==> config.mk <==
export PLATFORM = sky130hd
export DESIGN_NAME = dhcp_option_extract
export DESIGN_NICKNAME = d
export VERILOG_FILES = /design/src/hw/rtl/dhcp_opt_pkg.sv /design/src/hw/rtl/dhcp_option_extract.sv
export SDC_FILE = /design/constraint.sdc
export NUM_CORES = 1
export LEC_CHECK = 0
export ABC_CLOCK_PERIOD_IN_PS = 5460
export CAP_MARGIN = 10
export CORE_ASPECT_RATIO = 1.2
export CORE_UTILIZATION = 30
export CTS_BUF_LIST = sky130_fd_sc_hd__clkbuf_8
export DETAILED_ROUTE_END_ITERATION = 6
export DONT_BUFFER_PORTS = 1
export GPL_TIMING_DRIVEN = 0
export PLACE_DENSITY = 0.49
export SETUP_SLACK_MARGIN = 0.1
export SLEW_MARGIN = 20
export SYNTH_ARGS = -nofsm -noshare
export SYNTH_HDL_FRONTEND = slang
export SYNTH_SLANG_ARGS = --single-unit
==> constraint.sdc <==
create_clock -name clk -period 5.46 [get_ports clk]
set_clock_uncertainty 0.15 [all_clocks]
set_input_delay 0.273 -clock clk [delete_from_list [all_inputs] [get_ports clk]]
set_output_delay 0.273 -clock clk [all_outputs]
set_load 0.005 [all_outputs]
==> src/hw/rtl/dhcp_opt_pkg.sv <==
package dhcp_opt_pkg;

  localparam int unsigned MAX_OPTION_BYTES = 312;

  localparam logic [7:0] END_CODE      = 8'd255;
  localparam logic [7:0] TEXT_HOSTNAME = 8'd12;
  localparam logic [7:0] TEXT_DOMAIN   = 8'd15;
  localparam logic [8:0] COOKIE_LAST   = 9'd3;
  localparam logic [8:0] POS_MAX       = 9'd511;

  localparam logic [1:0] CFG_WANTED_CODE = 2'd0;
  localparam logic [1:0] CFG_BUFFER_SIZE = 2'd1;

  localparam logic [7:0] WANTED_RESET = 8'd0;
  localparam logic [7:0] BUFSIZE_RESET = 8'd4;

  typedef enum logic [2:0] {
    K_DATA      = 3'd0,
    K_FOUND     = 3'd1,
    K_SIZE_ERR  = 3'd2,
    K_END       = 3'd3,
    K_NOT_FOUND = 3'd4,
    K_TRUNC     = 3'd5
  } kind_t;

  typedef enum logic [2:0] {
    PH_COOKIE   = 3'd0,
    PH_CODE     = 3'd1,
    PH_LEN_MISS = 3'd2,
    PH_LEN_HIT  = 3'd3,
    PH_COPY     = 3'd4,
    PH_SKIP     = 3'd5
  } phase_t;

  typedef enum logic {
    ST_IDLE = 1'b0,
    ST_GCD  = 1'b1
  } state_t;

  typedef struct packed {
    kind_t      kind;
    logic [7:0] data_byte;
    logic [8:0] value;
    logic       last_result;
  } res_t;

endpackage

==> src/hw/rtl/dhcp_option_extract.sv <==
// dhcp option extractor
// in_*  : one byte of a dhcp options area per word, in_tlast on the final byte of the area.
//         the first four bytes (magic cookie) are skipped, then code/length pairs are walked.
// out_* : result words; out_tuser gives the kind, out_tlast marks the final result of an area.
//         a match gives a found or truncated word with the copy count, followed by the copied
//         data bytes; other answers are size error, end offset or not found.
// cfg_* : register writes, index 0 wanted code, index 1 buffer size; always ready.
// timing: a result is written to the queue as the byte that causes it is taken; for the
//   length byte of a matching option, it is written as the gcd below finishes.
// throughput: one byte per cycle while two queue words are free, except on the length byte
//   of a matching option, where a shared subtract unit works out gcd(buffer size, length)
//   one step per cycle; that byte holds the input until the subtractive euclid steps end.
// results go through a four-word queue; a byte is taken only while two words are free, so a
//   stalled receiver holds the input once the queue fills and nothing is lost.
// reset (rst_n low, synchronous) empties the queue, restores the registers to wanted code 0
//   and buffer size 4 and returns the walk to the cookie; the same walk state is restored
//   after every byte marked last.
module dhcp_option_extract
  import dhcp_opt_pkg::*;
(
  input  logic        clk,
  input  logic        rst_n,
  input  logic        in_tvalid,
  output logic        in_tready,
  input  logic [7:0]  in_tdata,   // [7:0] option_byte
  input  logic        in_tlast,   // last_byte
  output logic        out_tvalid,
  input  logic        out_tready,
  output logic [23:0] out_tdata,  // [7:0] data_byte, [16:8] value, [23:17] zero
  output logic [2:0]  out_tuser,  // [2:0] kind
  output logic        out_tlast,  // last_result
  input  logic        cfg_valid,
  output logic        cfg_ready,
  input  logic [1:0]  cfg_index,
  input  logic [7:0]  cfg_data
);

  logic [7:0] wanted_r, bufsize_r;

  state_t     state_r, state_nxt;
  logic [8:0] pos_r, pos_nxt;
  phase_t     phase_r, phase_nxt;
  logic [7:0] copy_r, copy_nxt;
  logic [7:0] skip_r, skip_nxt;
  logic       done_r, done_nxt;
  logic [7:0] byte_r;
  logic       last_r;
  logic [7:0] ga_r, gb_r;

  res_t       fifo_r [4];
  logic [1:0] wr_ptr_r, rd_ptr_r;
  logic [2:0] cnt_r;

  logic       in_acc, pop, need_gcd, ev_fire;
  logic       gcd_load, gcd_step, gcd_done, gcd_gt1;
  logic [7:0] gcd_diff;
  logic [7:0] ev_byte;
  logic       ev_last;
  res_t       p_res, nf_res, r0, r1;
  logic       p_v, tail_v;
  logic [1:0] npush;
  logic [9:0] skip_end;
  logic       is_text;
  logic [8:0] pos_inc;

  assign cfg_ready = 1'b1;
  assign in_acc    = in_tvalid && in_tready;
  assign pop       = out_tvalid && out_tready;
  assign need_gcd  = !done_r && (phase_r == PH_LEN_HIT);

  always_ff @(posedge clk) begin
    if (!rst_n) begin
      wanted_r  <= WANTED_RESET;
      bufsize_r <= BUFSIZE_RESET;
    end else if (cfg_valid && cfg_ready) begin
      case (cfg_index)
        CFG_WANTED_CODE: wanted_r  <= cfg_data;
        CFG_BUFFER_SIZE: bufsize_r <= cfg_data;
        default: ;
      endcase
    end
  end

  // shared subtract unit for the gcd
  assign gcd_done = (ga_r == gb_r) || (ga_r == 8'd0) || (gb_r == 8'd0);
  assign gcd_diff = (ga_r > gb_r) ? (ga_r - gb_r) : (gb_r - ga_r);
  assign gcd_gt1  = (ga_r == gb_r) ? (ga_r > 8'd1) : ((ga_r | gb_r) > 8'd1);

  // sequencer: next state
  always_comb begin
    state_nxt = state_r;
    case (state_r)
      ST_IDLE: if (in_acc && need_gcd) state_nxt = ST_GCD;
      ST_GCD:  if (gcd_done) state_nxt = ST_IDLE;
      default: state_nxt = ST_IDLE;
    endcase
  end

  // sequencer: outputs
  always_comb begin
    in_tready = 1'b0;
    gcd_load  = 1'b0;
    gcd_step  = 1'b0;
    ev_fire   = 1'b0;
    case (state_r)
      ST_IDLE: begin
        in_tready = (cnt_r <= 3'd2);
        gcd_load  = in_acc && need_gcd;
        ev_fire   = in_acc && !need_gcd;
      end
      ST_GCD: begin
        gcd_step = !gcd_done;
        ev_fire  = gcd_done;
      end
      default: ;
    endcase
  end

  always_ff @(posedge clk) begin
    if (!rst_n) begin
      state_r <= ST_IDLE;
    end else begin
      state_r <= state_nxt;
    end
  end

  always_ff @(posedge clk) begin
    if (in_acc) begin
      byte_r <= in_tdata;
      last_r <= in_tlast;
    end
    if (gcd_load) begin
      ga_r <= bufsize_r;
      gb_r <= in_tdata;
    end else if (gcd_step) begin
      if (ga_r > gb_r) begin
        ga_r <= gcd_diff;
      end else begin
        gb_r <= gcd_diff;
      end
    end
  end

  assign ev_byte  = (state_r == ST_GCD) ? byte_r : in_tdata;
  assign ev_last  = (state_r == ST_GCD) ? last_r : in_tlast;
  assign skip_end = {1'b0, pos_r} + {2'b00, ev_byte} + 10'd1;
  assign is_text  = (wanted_r == TEXT_HOSTNAME) || (wanted_r == TEXT_DOMAIN);
  assign pos_inc  = (pos_r < POS_MAX) ? (pos_r + 9'd1) : POS_MAX;

  always_comb begin
    nf_res = '{kind: K_NOT_FOUND, data_byte: 8'd0, value: 9'd0, last_result: 1'b1};
  end

  // walk one byte
  always_comb begin
    p_v       = 1'b0;
    p_res     = nf_res;
    phase_nxt = phase_r;
    copy_nxt  = copy_r;
    skip_nxt  = skip_r;
    if (!done_r) begin
      case (phase_r)
        PH_COOKIE: if (pos_r >= COOKIE_LAST) phase_nxt = PH_CODE;
        PH_CODE: begin
          if (pos_r >= 9'(MAX_OPTION_BYTES)) begin
            p_v = 1'b1;
          end else if (ev_byte == END_CODE) begin
            p_v = 1'b1;
            if (wanted_r == END_CODE) begin
              p_res.kind  = K_END;
              p_res.value = pos_r;
            end
          end else begin
            phase_nxt = (ev_byte == wanted_r) ? PH_LEN_HIT : PH_LEN_MISS;
          end
        end
        PH_LEN_MISS: begin
          if (skip_end >= 10'(MAX_OPTION_BYTES)) begin
            p_v = 1'b1;
          end else begin
            skip_nxt  = ev_byte;
            phase_nxt = (ev_byte != 8'd0) ? PH_SKIP : PH_CODE;
          end
        end
        PH_LEN_HIT: begin
          p_v        = 1'b1;
          p_res.kind = K_SIZE_ERR;
          if (bufsize_r != 8'd0) begin
            if (bufsize_r >= ev_byte && (gcd_gt1 || is_text || ev_byte == 8'd1)) begin
              p_res.kind  = K_FOUND;
              p_res.value = {1'b0, ev_byte};
            end else if (bufsize_r < ev_byte && (gcd_gt1 || is_text)) begin
              p_res.kind  = K_TRUNC;
              p_res.value = {1'b0, bufsize_r};
            end
          end
          if (p_res.kind != K_SIZE_ERR) begin
            p_res.last_result = (p_res.value == 9'd0);
            copy_nxt          = p_res.value[7:0];
            phase_nxt         = PH_COPY;
          end
        end
        PH_COPY: begin
          if (copy_r != 8'd0) copy_nxt = copy_r - 8'd1;
          p_v               = 1'b1;
          p_res.kind        = K_DATA;
          p_res.data_byte   = ev_byte;
          p_res.last_result = (copy_nxt == 8'd0);
        end
        PH_SKIP: begin
          if (skip_r != 8'd0) skip_nxt = skip_r - 8'd1;
          if (skip_nxt == 8'd0) phase_nxt = PH_CODE;
        end
        default: phase_nxt = PH_CODE;
      endcase
    end
    // area ended before any final word
    tail_v   = ev_last && !done_r && !(p_v && p_res.last_result);
    done_nxt = done_r || (p_v && p_res.last_result) || tail_v;
    pos_nxt  = pos_inc;
    if (ev_last) begin
      pos_nxt   = 9'd0;
      phase_nxt = PH_COOKIE;
      copy_nxt  = 8'd0;
      skip_nxt  = 8'd0;
      done_nxt  = 1'b0;
    end
    r0    = p_v ? p_res : nf_res;
    r1    = nf_res;
    npush = 2'({1'b0, p_v} + {1'b0, tail_v});
  end

  always_ff @(posedge clk) begin
    if (!rst_n) begin
      pos_r   <= 9'd0;
      phase_r <= PH_COOKIE;
      copy_r  <= 8'd0;
      skip_r  <= 8'd0;
      done_r  <= 1'b0;
    end else if (ev_fire) begin
      pos_r   <= pos_nxt;
      phase_r <= phase_nxt;
      copy_r  <= copy_nxt;
      skip_r  <= skip_nxt;
      done_r  <= done_nxt;
    end
  end

  // result queue, up to two words pushed per byte
  always_ff @(posedge clk) begin
    if (ev_fire && npush != 2'd0) begin
      fifo_r[wr_ptr_r] <= r0;
      if (npush == 2'd2) fifo_r[wr_ptr_r + 2'd1] <= r1;
    end
  end

  always_ff @(posedge clk) begin
    if (!rst_n) begin
      wr_ptr_r <= 2'd0;
      rd_ptr_r <= 2'd0;
      cnt_r    <= 3'd0;
    end else begin
      if (ev_fire) wr_ptr_r <= wr_ptr_r + npush;
      if (pop) rd_ptr_r <= rd_ptr_r + 2'd1;
      cnt_r <= cnt_r + (ev_fire ? {1'b0, npush} : 3'd0) - {2'b00, pop};
    end
  end

  assign out_tvalid = (cnt_r != 3'd0);
  assign out_tdata  = {7'd0, fifo_r[rd_ptr_r].value, fifo_r[rd_ptr_r].data_byte};
  assign out_tuser  = fifo_r[rd_ptr_r].kind;
  assign out_tlast  = fifo_r[rd_ptr_r].last_result;

  a_fifo_bound: assert property (@(posedge clk) disable iff (!rst_n) cnt_r <= 3'd4)
    else $error("result queue overflow");

  a_gcd_blocks_input: assert property (@(posedge clk) disable iff (!rst_n)
    (state_r == ST_GCD) |-> !in_tready)
    else $error("byte taken while gcd runs");

  a_gcd_shrinks: assert property (@(posedge clk) disable iff (!rst_n)
    (state_r == ST_GCD && !gcd_done) |=>
      ({1'b0, ga_r} + {1'b0, gb_r}) < ({1'b0, $past(ga_r)} + {1'b0, $past(gb_r)}))
    else $error("gcd step made no progress");

  a_gcd_entry: assert property (@(posedge clk) disable iff (!rst_n)
    (state_r == ST_GCD) |-> (phase_r == PH_LEN_HIT && !done_r))
    else $error("gcd running outside a matching length byte");

endmodule
== Word-level counts from Yosys, hierarchy flattened ==
Memories as Yosys holds them, arrays and structs flattened. A register that Yosys moved wholly into a read port is not among the register bits.
Index checks and enable logic that the tools add are counted.
Widths: inputs -> output; s select.

* Bits in registers: 78
* RAM bits: 84
* Input port bits: 24
* Output and inout port bits: 31
* Logic and storage cells: 193
* Memories kept: 1

{| class="wikitable"
|+ Memory list
! memory !! words !! bits a word !! rd ports !! clocked after memory_dff !! wr ports !! RTL line !! source
|-
| fifo_r || 4 || 21 || 1 || 1 || 2 || dhcp_option_extract.sv:50 || <nowiki>res_t fifo_r [4];</nowiki>
|}

* $add $sub $neg: 13
* $lt $le $gt $ge: 10
* Equal/unequal tests: 24
* Multiplexer cells: 81
* Bitwise operators: 2
* Reductions and logical operators: 47

{| class="wikitable"
|+ Operator list
! operator !! count
|-
| $mux 8 || 24
|-
| $mux 9 || 7
|-
| $mux 3 || 17
|-
| $mux 21 || 2
|-
| $logic_not 8->1 || 4
|-
| $pmux 8 s2 || 2
|-
| $reduce_bool 8->1 || 4
|-
| $mux 1 || 19
|-
| $pmux 3 s6 || 1
|-
| $pmux 9 s2 || 1
|-
| $eq 8x4->1 const B || 2
|-
| $eq 8x8->1 || 2
|-
| $eq 8x8->1 const B || 2
|-
| $gt 8x1->1 const B || 2
|-
| $sub 8x1->8 const B || 2
|-
| $sub 8x8->8 || 2
|-
| $ne 3x3->1 const B || 5
|-
| $logic_and 1x1->1 || 11
|-
| $add 10x1->10 const B || 1
|-
| $add 9x8->10 || 1
|-
| $ge 10x9->1 const B || 1
|-
| $add 9x1->9 const B || 1
|-
| $ge 9x2->1 const B || 1
|-
| $ge 9x9->1 const B || 1
|-
| 36 further kinds || 62
|}

== Longest topological paths before layout ==
* Depth after elaboration: 22
* Mapped depth: 22
* Depth with buffers taken out: 21

== Worst setup path before layout ==
Ideal clock, no wire load.

* Kind: register to register
* Start: register state_r
* End: register cnt_r[2]
* Arrival time: 4.633 ns
* Slack: 0.562 ns
* Stages on the path, launching flop included: 23
* Cell sequence: dfxtp_1 > buf_2 > buf_2 > mux2i_1 > inv_1 > ha_1 > and2b_1 > o221ai_2 > o21ai_0 > a211oi_1 > a211oi_4 > or2_2 > and3_1 > nor2_1 > nor3_1 > ha_1 > nand2_1 > ha_1 > inv_1 > ha_1 > fa_1 > xnor2_1 > and2_1

* Word-level cells in the longest chain between the ends: 19
* Elaborated cells between the ends (all ways): 45

{| class="wikitable"
|+ RTL lines
! item !! RTL line !! source
|-
| start: declaration || dhcp_option_extract.sv:40 || <nowiki>state_t state_r, state_nxt;</nowiki>
|-
| start signal: assignment || dhcp_option_extract.sv:123 || <nowiki>state_r <= state_nxt;</nowiki>
|-
| branches (longest 16 deep; another with $add 9x8->10) || n/a ||
|-
| $mux 2 * || dhcp_option_extract.sv:265 || <nowiki>cnt_r <= cnt_r + (ev_fire ? {1'b0, npush} : 3'd0) - {2'b00, pop};</nowiki>
|-
| $add 3x2->3 * || dhcp_option_extract.sv:265 ||
|-
| $sub 3x1->3 * || dhcp_option_extract.sv:265 ||
|-
| end signal: assignment || dhcp_option_extract.sv:265 ||
|-
| end: declaration || dhcp_option_extract.sv:52 || <nowiki>logic [2:0] cnt_r;</nowiki>
|}

Mark *: on every way between the ends. The select of a mux whose other input is x is not followed.
A chain may end at the register's enable or synchronous reset.

== Final worst setup path ==
Same ends and word-level chain as after synthesis.

==> results by group <==
Timing
  • Setup-failing EPs final: 0
  • Worst-margin pin slew: 0.956 ns
  • Relative slew slack: 36.3%
  • Fin crit share: 93.5%
  • Final max-slew violation count: 0
  • Worst hold slack: 0.115 ns
  • RSZ-0062 raised after global routing: no
  • Tmin final: 5.10 ns
  • Max Fclk: 0.196 GHz
  • Final Hold Vio Count: 0

Synth
  • Mean Syn Cell Area: 8.98 sq um
  • Synth top area share: 28.1%
  • Post-synth top area cell: dfxtp_1
  • Post-synth ARST share: 0%
  • Netlist Area Pre-Place: 9900 sq um
  • Seq cells post-synth: 164
  • Sequential share of the synthesized area: 35.7%
  • Area contributors post-synth: dfxtp_1 (28%), edfxtp_1 (7.6%), ha_1 (6.4%)
  • Synth Flop Type: dfxtp_1
  • Post-synth EDFFs: 25
  • Synth unique cells: 99
  • Ys Warns: 0
  • Syn Inst Count: 1,103

Cells and area
  • Final Net Count: 1,247
  • Multi-input gate area: 6050 sq um
  • Synth-to-Final Area Change: 14.9%
  • Post-route cell area: 11,400 sq um
  • Fin util: 35.2%
  • Number of fill cells: 3,358
  • Commonest non-fill, non-tap cell in the layout: dfxtp_1
  • Most frequent cells in the layout: dfxtp_1 (139), nand2_1 (132), nor2_1 (122)
  • FF/Latch Area: 3530 sq um
  • Layout cell share with drive strength beyond 1: 14.6%

Die
  • Initial Util: 30.6%
  • Floorplan core area: 32,300 sq um
  • Area of the die: 33,700 sq um
  • Die height: 201 um
  • # IOs: 55
  • Rows: 72
  • Die Span X: 168 um

Job
  • Max-Cap Viols: 0

Routing
  • DR WL/cell: 18.7 um
  • Routed vias: 8,259
  • Number of remaining DRC errors: 0
  • DRT antenna net count: 0
  • Drt pass-1 iters: 4
  • Drt initial violations: 418
  • Vias per cell: 5.20
  • Final WL: 29,700 um

Status
  • Status: completed

Setup path
  • CP arrival: 5.33 ns
  • CP startpoint kind: flop
  • Worst EP required: 5.69 ns
  • Critical-path maximum fanout: 10
  • CP Class: flop to flop
  • CP Capture Type: flop

Placement
  • I/O Buffers: 0
  • Placed Instance Area: 10,500 sq um
  • RePlAce Congestion: 0.833
  • Hpwl dp: 21,900 um

Power and ir drop
  • Internal power: 2.01 mW
  • Switching pwr: 0.836 mW
  • Combinational share of power: 18.7%
  • Flop pwr share: 48.8%
  • Static Leak: 4.49 nW
  • Max rail drop VDD: 138 uV
  • Switching Share: 29.3%
  • Pwr dens: 250 nW/um^2
  • Clock power share: 32.5%

Hold path
  • Hold WC Path Type: input port to flop

Clock tree
  • Total CTS buffers: 17
  • Clock transition at the registers of the reported paths: 0.10 ns
  • Deepest clock path buffer count: 2
  • Clock Root Buffer: clkbuf_8
  • H-tree depth: 4
  • Num Clock Sinks: 164
  • Clock Latency Late Sink: 0.47 ns
  • CTS tree: yes

Global routing
  • Grt ovf: 0
  • Initial antenna violation count: 0
  • GRT Util Overall: 18.0%
  • Largest net degree at the start of global routing: 17
  • First-pass GRT wire length: 46,300 um
  • Vias in the first global route: 8,089
==> cell usage after synthesis, types with 10 or more instances <==
library cell  number
buf_4             11
nor2b_1           30
clkbuf_1          23
mux2i_1           52
nor2_1           122
a21oi_1           75
nand3_1           19
xor2_1            16
nor4_1            12
o21ai_0           26
inv_1             48
xnor2_1           14
mux4_2            21
a31oi_1           12
ha_1              51
a211oi_1          21
dfxtp_1          139
buf_2             14
or3_1             10
nand2_1          132
a22oi_1           10
and2_1            11
nor3_1            26
edfxtp_1          25
==> per-stage QoR <==
step | instances | power [mW] | setup slack (ns) | TNS (ns)
floorplan | 1109 | 1.79 | 0.562 | 0
global placement | 1516 | 1.91 | -0.913 | -24.41
detailed placement | 1516 | 1.92 | -0.836 | -22.11
CTS | 1568 | 2.87 | 0.113 | 0
global route | 1587 | 3.00 | 0.0961 | 0
finish | 1588 | 2.85 | 0.356 | 0
==> what timing repair did <==
| item | 4_1_cts | 5_1_grt |
|---|---|---|
| endpoints found under the setup margin | 87 | 12 |
| gates cloned | 0 | 0 |
| resized for setup | 18 | 13 |
| hold endpoints to repair | 33 | 0 |
| pin swaps | 0 | 1 |
| buffers inserted | 4 | 19 |
| hold buffers | 17 | 0 |
==> sequential cells by signal, summed over array words and instances, names as in the netlist, 2 cells and up, named ones only <==
register / flops
copy_r: 8
gb_r: 8
rd_ptr_r: 2
bufsize_r: 8
pos_r: 9
ga_r: 8
wr_ptr_r: 2
skip_r: 8
phase_r: 3
byte_r: 8
wanted_r: 8
cnt_r: 3
fifo_r: 84
==> power groups by stage <==
| stage | combinational [mW] | sequential (mW) | clock [mW] |
|---|---|---|---|
| final | 0.532 | 1.39 | 0.927 |
| after global routing | 0.589 | 1.40 | 1.01 |
| after CTS | 0.525 | 1.39 | 0.960 |
| after detailed placement | 0.504 | 1.41 | 0 |
| after global placement | 0.500 | 1.41 | 0 |
| after floorplan | 0.396 | 1.39 | 0 |
==> per-layer routing <==
metal	track usage (%)	up-vias	part of all wire, %
met3	2.60	60	3.4
met4	9.90	0	4.1
met2	30.2	161	48
met5	0	-	0
met1	22.0	3971	44
li1	-	4067	-
==> final timing paths <==
kind,start,to,slack [ns],cells past startpoint
setup reg to reg,state_r$_SDFF_PN0_,cnt_r[2]$_SDFF_PN0_,0.36,21
setup / recovery,state_r$_SDFF_PN0_,cnt_r[2]$_SDFF_PN0_,0.36,21
hold / removal,in_tdata[6],skip_r[6]$_SDFFE_PN0P_,0.12,4
hold reg to reg,fifo_r[3][19]$_SDFFE_PP0P_,fifo_r[3][19]$_SDFFE_PP0P_,0.31,2
==> cells by family (layout without fill, tap and decap cells) <==
family	after synthesis	after routing	synth area share, %
simple gates	424	424	20.8
compound gates	238	238	17.3
flops	164	164	35.7
buf+inv	109	180	5.18
mux	81	81	11.0
fa+ha+maj	55	55	7.25
xor+xnor	30	30	2.65
other cells	2	9	0.0759
==> critical path, cell delays in order, from the launching register on <==
cell and delay (ns):
dfxtp_1 0.34, buf_8 0.16, a21oi_4 0.34, inv_1 0.13, ha_1 0.29, nand2b_1 0.15, a2111oi_2 0.52, o31ai_4 0.14
nor3b_4 0.41, o2bb2ai_2 0.20, nor2_2 0.08, a31oi_4 0.30, nor2_1 0.07, nor3_1 0.26, ha_1 0.19, nand2_1 0.08
ha_1 0.30, inv_1 0.04, ha_1 0.18, fa_1 0.38, xnor2_1 0.14, and2_1 0.15
==> cell type report <==
class	instances	area share, %
repair buffers	40	3.01
diodes	1	0.0220
multi-input cells	836	53.1
clock buffers	19	2.30
clock inverters	12	1.25
flip-flops and latches	164	31.1
plain buffers	60	3.11
well taps	407	4.48
inverters	49	1.62
No activity file was read; power rests on OpenSTA's default activity.
